$ cat src/rtl/core/cdq_pkg.sv
// ----------------------------------------------------------------------------
// cdq_pkg
// Shared types and codes for the circular deque block.
// ----------------------------------------------------------------------------
`timescale 1ns / 1ps
`default_nettype none

package cdq_pkg;

    localparam logic [2:0] MODE_INS_FRONT = 3'd0;
    localparam logic [2:0] MODE_INS_REAR  = 3'd1;
    localparam logic [2:0] MODE_REM_FRONT = 3'd2;
    localparam logic [2:0] MODE_REM_REAR  = 3'd3;
    localparam logic [2:0] MODE_LOOK      = 3'd4;

    localparam logic [1:0] ST_DONE      = 2'd0;
    localparam logic [1:0] ST_OVERFLOW  = 2'd1;
    localparam logic [1:0] ST_UNDERFLOW = 2'd2;

    localparam logic [7:0] CAPACITY_RESET = 8'd128;

    typedef struct packed {
        logic op_en;
        logic rd_en;
        logic out_load;
    } cmd_t;

endpackage

`default_nettype wire

$ cat src/rtl/core/cdq_ctrl.sv
// ----------------------------------------------------------------------------
// cdq_ctrl
// Sequencer for one transaction: operate, read the store, load the result.
// ----------------------------------------------------------------------------
`timescale 1ns / 1ps
`default_nettype none

module cdq_ctrl (
    input  wire logic         clk,
    input  wire logic         rst_n,
    input  wire logic         in_valid,
    output logic              in_ready,
    output logic              out_valid,
    input  wire logic         out_ready,
    output cdq_pkg::cmd_t     cmd
);

    localparam logic [1:0] S_IDLE = 2'd0;
    localparam logic [1:0] S_READ = 2'd1;
    localparam logic [1:0] S_DONE = 2'd2;

    logic [1:0] state_reg;
    logic [1:0] state_next;
    logic       out_valid_reg;
    logic       out_valid_next;

    always_comb
    begin
        state_next   = state_reg;
        cmd.op_en    = 1'b0;
        cmd.rd_en    = 1'b0;
        cmd.out_load = 1'b0;
        in_ready     = 1'b0;
        unique case (state_reg)
            S_IDLE:
            begin
                in_ready = 1'b1;
                if (in_valid)
                begin
                    cmd.op_en  = 1'b1;
                    state_next = S_READ;
                end
            end
            S_READ:
            begin
                cmd.rd_en  = 1'b1;
                state_next = S_DONE;
            end
            S_DONE:
            begin
                if (!out_valid_reg || out_ready)
                begin
                    cmd.out_load = 1'b1;
                    state_next   = S_IDLE;
                end
            end
            default:
            begin
                state_next = S_IDLE;
            end
        endcase
    end

    always_comb
    begin
        out_valid_next = out_valid_reg;
        if (cmd.out_load)
        begin
            out_valid_next = 1'b1;
        end
        else if (out_ready)
        begin
            out_valid_next = 1'b0;
        end
    end

    always_ff @(posedge clk or negedge rst_n)
    begin
        if (!rst_n)
        begin
            state_reg     <= S_IDLE;
            out_valid_reg <= 1'b0;
        end
        else
        begin
            state_reg     <= state_next;
            out_valid_reg <= out_valid_next;
        end
    end

    assign out_valid = out_valid_reg;

endmodule

`default_nettype wire

$ cat config.mk
export PLATFORM = sky130hd
export DESIGN_NAME = cdq_ctrl
export DESIGN_NICKNAME = d
export VERILOG_FILES = /design/src/rtl/core/cdq_pkg.sv /design/src/rtl/core/cdq_ctrl.sv
export SDC_FILE = /design/constraint.sdc
export NUM_CORES = 1
export LEC_CHECK = 0
export BUFFER_PORTS_ARGS = -buffer_cell sky130_fd_sc_hd__buf_2
export CORE_AREA = 3 3 40 42
export DETAILED_ROUTE_END_ITERATION = 8
export DIE_AREA = 0 0 43 45
export GPL_ROUTABILITY_DRIVEN = 1
export PLACE_DENSITY = 0.3
export REMOVE_ABC_BUFFERS = 1
export SYNTH_ARGS = -nofsm -noshare
export SYNTH_HDL_FRONTEND = slang
export SYNTH_SLANG_ARGS = --single-unit
$ cat constraint.sdc
create_clock -name clk -period 1.3 [get_ports clk]
set_input_delay 0.13 -clock clk [delete_from_list [all_inputs] [get_ports clk]]
set_output_delay 0.13 -clock clk [all_outputs]
set_load 0.1 [all_outputs]
---- Word-level counts from Yosys, hierarchy flattened ----
Index checks and enable logic that the tools add are counted.
operators by class
  multiplexer cells ....................... 11
  reduce and logical (&&, ||, !) cells .... 5
  eq/ne operators ......................... 4
operators with widths
  cell                  number
  $mux W1               8
  $pmux W2 S3           1
  $mux W2               2
  $ne A2 B2 Y1 const B  2
  $eq A2 B1 Y1 const B  1
  $eq A2 B2 Y1 const B  1
  $logic_not A2 Y1      1
  $reduce_and A2 Y1     1
  $reduce_bool A2 Y1    1
  $logic_not A1 Y1      1
  $logic_or A1 B1 Y1    1
storage, ports and cells
  flip-flop bits (word level) ............. 3
  output and inout port bits .............. 5

---- Logic depth before layout (Yosys ltp) ----
  depth in word-level cells ............... 5
  gate-level depth with buffers ........... 3

---- Worst setup path after synthesis ----
OpenSTA, ideal clock, no wires.
  path kind ............................... reg2out
  from .................................... reg state_reg[1]
  to ...................................... out cmd[2] (netlist name)
  data arrival time ....................... 2.104 ns
  path slack .............................. -0.934 ns
  cell stages (with the launch flop) ...... 3
  path through ............................ dfrtp_1 > nor2_2 > and2_1
RTL lines
  element                   line            source
  start: declaration        cdq_ctrl.sv:22  logic [1:0] state_reg;
  start signal: assignment  cdq_ctrl.sv:86  state_reg <= state_next;
  end: declaration          cdq_ctrl.sv:15  output cdq_pkg::cmd_t cmd

==> flow_metrics.py <==
metrics = {
    "outcome": {
        "status": "completed",
    },
    "yosys": {
        "yosys.area.top_type": "dfrtp_1",
        "yosysUniqueCellTypes": 9,
        "synth_top_flop_cell": "dfrtp_1",
        "synth.cells.most_frequent": "dfrtp_1, and2_1, nand2b_1",
        "synth-edff-count": 0,
        "synthCells": 13,
        "yosys-top-cells-area": "dfrtp_1, and2_1, nand2b_1, nor2b_2, buf_4",
        "ys_ff_latch": 3,
        "async_reset_ff_share_pct": 100.0,
        "yosysTopAreaCellShare_pct": 53.57,
        "yosys_warnings": 0,
        "yosysMostFrequentCell": "dfrtp_1",
        "synth_area_um2": 140.1,
        "synth_area_per_cell_um2": 10.78,
        "seq_area_frac_synth_pct": 53.57,
    },
    "placement": {
        "dp_hpwl_um": 290.5,
        "port_buffers": 8,
        "gp_congestion": 0.5850,
    },
    "floorplanning": {
        "die_w_um": 43,
        "start_util_pct": 10.91,
        "die_h_um": 45,
        "rows": 13,
        "ios": 9,
        "coreArea_um2": 1285,
        "die-area_um2": 1935,
    },
    "clock_tree": {
        "cts.root.buffer_cell": "clkbuf_4",
        "clock_path_buffers": 2,
        "cts_setup_buffers": 0,
        "clkTransAtPathRegs_ns": 0.03,
        "clkSinkCount": 3,
        "cts_tree": "built",
        "cts_made_buffers": 3,
        "htreeDepth": 1,
        "worstSkewPairLatency_ns": 0.23,
    },
    "route": {
        "via_count": 135,
        "antenna_left": 0,
        "firstDrtPassIters": 2,
        "route.detailed.drc": 0,
        "wl_um": 316,
        "wire_per_inst_um": 7.707,
        "via_per_inst": 3.293,
        "first_iter_violations": 1,
    },
    "layout": {
        "drive_above_1_share_pct": 65.38,
        "nNetsFinal": 31,
        "areaGrowthSynthToFinish_pct": 119.6,
        "diodes": 0,
        "largest_reg_flops": 2,
    },
    "timing": {
        "fin_skew_ns": 0.00001295,
        "tightest_slew_ns": 0.4855,
        "fin_crit_sh_pct": 96.94,
        "slew_viol_final": 0,
        "hold_viol_final": 0,
        "period_needed_ns": 1.260,
        "max_slew_margin_pct": 67.86,
        "whs_ns": 0.1298,
        "setup_violations": 0,
        "fmax_ghz": 0.7935,
        "rsz0062_at_grt": "yes",
    },
    "setup_path": {
        "required_ns": 1.17,
        "path_max_fanout": 3,
        "startpoint_type": "flip-flop",
        "criticalPathCategory": "flip-flop to output port",
        "crit_arrival_ns": 1.13,
        "crit_path_end_kind": "output port",
    },
    "grt": {
        "grt_pass1_wl_um": 503,
        "grt_pass1_vias": 135,
        "grt.overflow.total": 0,
        "grt_max_degree": 4,
        "antenna_found_initial": 0,
        "grt_use_total_pct": 4.420,
    },
    "run": {
        "maxCapViolCount": 0,
    },
    "worst_hold_path": {
        "hold_class": "input pin to flip-flop",
    },
}
-- per-stage QoR --
stage / TNS (ns) / instance area, µm² / worst slack [ns] / cells / util (%)
after CTS: 0 / 297.8 / 0.002420 / 41 / 23.17
after detailed placement: 0 / 259.0 / 0.1912 / 36 / 20.16
final: 0 / 307.8 / 0.03975 / 41 / 23.95
after floorplan: -2.639 / 132.6 / -1.174 / 12 / -
after global routing: -0.02430 / 307.8 / -0.02262 / 41 / 23.95
after global placement: 0 / 259.0 / 0.2070 / 36 / 20.16
-- worst max-delay path: stages, from the launching register on --
cell and delay (ns):
dfrtp_1 0.42, nor2_2 0.15, and2_4 0.16, buf_12 0.16
-- cells by family after synthesis --
family | after synthesis | share of synthesized area (%)
AO/OA/AOI/OAI | 1 | 5.359
buffers and inverters | 1 | 5.359
AND/OR/NAND/NOR | 8 | 35.72
flip-flops | 3 | 53.57
-- final timing paths --
kind	start	endpoint	slack (ns)	depth (start not counted)
setup / recovery	state_reg[1]$_DFFE_PN0P_	cmd[2]	0.04	3
hold / removal	in_valid	state_reg[0]$_DFFE_PN0P_	0.13	2
setup reg to reg	state_reg[1]$_DFFE_PN0P_	state_reg[0]$_DFFE_PN0P_	0.40	3
hold reg to reg	out_valid$_DFFE_PN0P_	out_valid$_DFFE_PN0P_	0.51	2
max in group asynchronous	rst_n	state_reg[1]$_DFFE_PN0P_	0.95	2
min in group asynchronous	rst_n	out_valid$_DFFE_PN0P_	0.23	2
-- cell type report --
cell class / instances / area [µm²]
Timing Repair Buffer: 10 / 117.6
Sequential cell: 3 / 75.07
Clock buffer: 4 / 26.28
Multi-Input combinational cell: 9 / 70.07
Tap cell: 15 / 18.77
Fill cell: 135 / 977.2
-- repair_timing --
item / in CTS / in global routing
endpoints found under the hold margin: 3 / 0
setup endpoints to repair: 1 / 2
resized for setup: 1 / 2
hold buffers: 1 / 0
-- metal layers --
metal | routed length (µm) | GRT usage [%]
met5 | 0 | 0
met4 | 0 | 3.614
met3 | 65 | 6.375
met2 | 137 | 5.389
met1 | 113 | 3.148
-- cells in the final DEF (no fill, tap or decap) --
| master | n |
|---|---|
| buf_2 | 4 |
| buf_12 | 4 |
| clkbuf_4 | 3 |
| dfrtp_1 | 3 |
| nor2b_2 | 2 |
| nor2_2 | 1 |
| nand2b_4 | 1 |
| nand2b_1 | 1 |
| and2_4 | 1 |
| nand2_1 | 1 |
| o21bai_1 | 1 |
| and2_1 | 1 |
| clkbuf_1 | 1 |
| dlygate4sd3_1 | 1 |
| buf_4 | 1 |
Power is not shown: default switching activity piles up to over one toggle a cycle in this logic, so the estimate is an artifact.
